[config.mk]
export PLATFORM = sky130hd
export DESIGN_NAME = imri_regs
export DESIGN_NICKNAME = d
export VERILOG_FILES = /design/src/rtl/core/imri_pkg.sv /design/src/rtl/core/imri_regs.sv
export SDC_FILE = /design/constraint.sdc
export NUM_CORES = 1
export LEC_CHECK = 0
export BUFFER_PORTS_ARGS = -buffer_cell sky130_fd_sc_hd__buf_2
export CAP_MARGIN = 0
export CORE_MARGIN = 2
export CORE_UTILIZATION = 40
export DETAILED_ROUTE_END_ITERATION = 8
export PLACE_DENSITY = 0.81
export SKIP_CTS_REPAIR_TIMING = 1
export SYNTH_ARGS = -nofsm -noshare
export SYNTH_HDL_FRONTEND = slang
export SYNTH_SLANG_ARGS = --single-unit
[constraint.sdc]
create_clock -name clk -period 1.2 [get_ports clk]
set_input_delay 0.12 -clock clk [delete_from_list [all_inputs] [get_ports clk]]
set_output_delay 0.12 -clock clk [all_outputs]
set_load 0.01 [all_outputs]
[src/rtl/core/imri_pkg.sv]
// Shared types and constants of the frame transform engine.
package imri_pkg;

	localparam int SIZE_W = 9;
	localparam int PIX_W = 32;
	localparam int DEF_MAX_WIDTH = 256;
	localparam int DEF_MAX_HEIGHT = 256;
	localparam int PADDR_W = 4;
	localparam int PDATA_W = 32;

	localparam logic [PIX_W-1:0] PIX_ONES = 32'hFFFF_FFFF;
	localparam logic [SIZE_W-1:0] RST_SIZE = 9'd256;

	// Register indexes, taken from paddr[3:2]
	localparam logic [1:0] REG_MODE = 2'd0;
	localparam logic [1:0] REG_WIDTH = 2'd1;
	localparam logic [1:0] REG_HEIGHT = 2'd2;

	typedef enum logic [1:0] {
		MODE_INVERT = 2'd0,
		MODE_HMIRROR = 2'd1,
		MODE_VMIRROR = 2'd2,
		MODE_ROTATE = 2'd3
	} mode_t;

	typedef enum logic {
		ST_FILL = 1'b0,
		ST_DRAIN = 1'b1
	} state_t;

	// Effective configuration, sizes already clamped
	typedef struct packed {
		mode_t mode;
		logic [SIZE_W-1:0] width;
		logic [SIZE_W-1:0] height;
	} cfg_t;

	// Controller to datapath
	typedef struct packed {
		logic wr;
		logic rd;
		logic nr;
		logic restart;
	} cmd_t;

	// Datapath to controller
	typedef struct packed {
		logic last_src;
		logic last_rd;
	} sts_t;

endpackage

[src/rtl/core/imri_regs.sv]
// APB configuration registers of the frame transform engine.
module imri_regs #(
	parameter int MAX_WIDTH = imri_pkg::DEF_MAX_WIDTH,
	parameter int MAX_HEIGHT = imri_pkg::DEF_MAX_HEIGHT
) (
	input  logic                         clk,
	input  logic                         arst_n,
	input  logic                         psel,
	input  logic                         penable,
	input  logic                         pwrite,
	input  logic [imri_pkg::PADDR_W-1:0] paddr,
	input  logic [imri_pkg::PDATA_W-1:0] pwdata,
	output logic [imri_pkg::PDATA_W-1:0] prdata,
	output logic                         pready,
	output imri_pkg::cfg_t               cfg,
	output logic                         cfg_busy,
	output logic                         restart
);
	import imri_pkg::*;

	logic [1:0]        mode_q;
	logic [SIZE_W-1:0] width_q;
	logic [SIZE_W-1:0] height_q;
	logic [1:0]        index;
	logic              wr_access;

	assign pready = 1'b1;
	assign index = paddr[3:2];
	assign wr_access = psel & penable & pwrite;
	assign cfg_busy = wr_access;
	assign restart = wr_access & ((index == REG_MODE) | (index == REG_WIDTH) |
		(index == REG_HEIGHT));

	// Store register words
	always_ff @(posedge clk or negedge arst_n) begin
		if (!arst_n) begin
			mode_q <= MODE_INVERT;
			width_q <= RST_SIZE;
			height_q <= RST_SIZE;
		end else if (wr_access) begin
			case (index)
				REG_MODE: mode_q <= pwdata[1:0];
				REG_WIDTH: width_q <= pwdata[SIZE_W-1:0];
				REG_HEIGHT: height_q <= pwdata[SIZE_W-1:0];
				default: ;
			endcase
		end
	end

	// Return register values
	always_comb begin
		case (index)
			REG_MODE: prdata = {{(PDATA_W-2){1'b0}}, mode_q};
			REG_WIDTH: prdata = {{(PDATA_W-SIZE_W){1'b0}}, width_q};
			REG_HEIGHT: prdata = {{(PDATA_W-SIZE_W){1'b0}}, height_q};
			default: prdata = '0;
		endcase
	end

	// Clamp sizes: zero counts as one, too large counts as the maximum
	always_comb begin
		cfg.mode = mode_t'(mode_q);
		if (width_q == '0) begin
			cfg.width = SIZE_W'(1);
		end else if (32'(width_q) > MAX_WIDTH) begin
			cfg.width = SIZE_W'(MAX_WIDTH);
		end else begin
			cfg.width = width_q;
		end
		if (height_q == '0) begin
			cfg.height = SIZE_W'(1);
		end else if (32'(height_q) > MAX_HEIGHT) begin
			cfg.height = SIZE_W'(MAX_HEIGHT);
		end else begin
			cfg.height = height_q;
		end
	end

endmodule

==> flow_summary.toml <==
[status]
status = "complete, but fails checks"
violations = "negative setup slack"

[global_routing]
grt_max_degree = 21
track_usage_pct = 14.9
grt_overflow = 0
grt_pass1_vias = 856
grt_pass1_wl_um = 3990
antenna_found_initial = 0

[sta]
min_period_ns = 1.46
setup_viol = 24
finalWorstSetupSlack_ns = -0.257
slew_viol_final = 0
setup_tns_ns = -2.73
skew_ns = 0
finalCritPeriodShare_pct = 121
rsz0062_at_grt = "true"
finalHoldViolations = 0
fmax_mhz = 686

[logic_synthesis]
seq_area_frac_synth_pct = 39.9
yosysWarnings = 0
synthCells = 118
ys_types = 20
syn_area_per_cell_um2 = 10.7
synthesis.area_mm2 = 0.00126
ys_ff_latch = 20

[die]
die_w_um = 60.2
initial_core_util_pct = 41.7
fp.dieArea_mm2 = 0.00362
die_h_um = 60.2
core_area_mm2 = 0.00303
rows = 20
io_pins = 96

[placed_design]
dp_hpwl_um = 2030
io_buffers = 46
place.gp.congestion = 0.746
pre_cts_ws_ns = -0.0531

[worst_setup_path]
reg2reg_from = "height_q[3]"
cp_max_fo = 2
rrSetupSlack_ns = 0.30
path_class = "reg -> out"
cp-end-kind = "output pin"
arrival_ns = 1.34
r2r_end = "height_q[3]"
startpoint = "height_q[3]"
reg2regPathDepth = 2
crit_end = "cfg[0]"
startpoint_type = "flip-flop"
worstPathRequired_ns = 1.08

[clock_network]
cts_buffer_depth = 2
numCtsBuffers = 3
cts_root_buf = "clkbuf_4"
clock_latency_ns = 0.30
cts_tree = "done"
clk_pin_slew_ns = 0.11
clkSinkCount = 20
htree_levels = 1

[layout]
area.sequential_um2 = 503
diodes = 0
fin_nets = 214
multi_input_comb_area_um2 = 639
final_common_cell = "buf_2"
area_growth_pct = 31.1
drive_above_1_share_pct = 55.8
final_cell_mix = "buf_2, conb_1, mux2_2"
finish.utilization_pct = 54.6
nFillCells = 281

[route]
vias = 995
post_drt_wl_per_cell_um = 13.0
drc = 0
drt_pass1_iterations = 2
viasPerCell = 4.61
drt-initial-drc-count = 7
routed_wl_um = 2810
ant_nets = 0

[pwr]
powerDensity_mw_per_mm2 = 1500
ir_worst_vdd_mv = 0.769
finalPower_mw = 2.49
p_leak_nw = 0.847

[flow_run]
drv_cap = 0

[min_path]
hold_class = "in -> reg"
[registers in the layout, summed over array words and instances (netlist names)]
signal and cells:
mode_q 2, width_q 9, height_q 9
[Yosys cell counts]
master,n,area share [%]
buf_4,24,14
mux2_2,20,18
dfrtp_1,18,36
nor2b_1,16,7.9
a22o_1,7,4.9
clkbuf_1,5,1.5
a21oi_1,3,1.2
buf_6,3,2.7
nor3_1,3,1.2
conb_1,2,0.60
dfstp_2,2,4.2
mux2i_1,2,1.6
nand2_1,2,0.60
nor2_1,2,0.60
nor3b_2,2,2.0
nor4_1,2,0.99
o21ai_0,2,0.79
buf_2,1,0.40
inv_1,1,0.30
nand3_2,1,0.79
[stage by stage]
stage,cell area [µm²],cells,hold slack (ns)
after floorplan,1340,140,-0.176
after global placement,1470,207,0.0826
after detailed placement,1470,207,0.0866
after CTS,1500,211,-0.253
after global routing,1650,216,0.0422
final,1650,216,0.0540
[cells by family (layout without fill, tap and decap cells)]
group                  count (synthesis)  count (layout)  synth area share [%]
AOI/OAI and AO/OA                     12              12                  6.85
buffers and inverters                 34              66                  19.1
DFF                                   20              20                  39.9
muxes                                 22              22                  19.4
other                                  2              24                 0.595
and+or+nand+nor                       28              28                  14.1
[worst max-delay path, cell delays in order, from the launching register on]
cell and delay [ns]:
dfrtp_1 0.41, nor4_2 0.27, a21oi_1 0.10, nor2_1 0.12, buf_2 0.15
[metal layers]
metal	GRT usage (%)	share of wire, %
met1	19.1	43
met3	1.30	6.2
met5	0	0
met4	5.71	0.78
met2	25.8	50
[area by class of cell]
| type | instances | area share (%) |
|---|---|---|
| multi-input cells | 86 | 38.7 |
| flip-flops and latches | 20 | 30.4 |
| repair buffers | 61 | 25.1 |
| well taps | 44 | 3.33 |
| clock buffers | 4 | 2.20 |
| inverters | 1 | 0.227 |
[power by group]
group	switching (mW)	internal, mW	total, mW
Combinational	0.473	0.616	1.09
Sequential	0.161	0.843	1.00
Clock	0.208	0.185	0.393
[worst min path at each step]
stage               startpoint     endpoint  slack, ns  depth (start not counted)
global placement        arst_n   width_q[0]       0.08                          1
global route         pwdata[2]   width_q[2]       0.04                          2
floorplan               arst_n  height_q[0]      -0.18                          0
CTS                     arst_n   width_q[7]      -0.25                          1
detailed placement      arst_n   width_q[7]       0.09                          1
finish               pwdata[8]  height_q[8]       0.05                          2
Power figures use the tool's default switching activity.
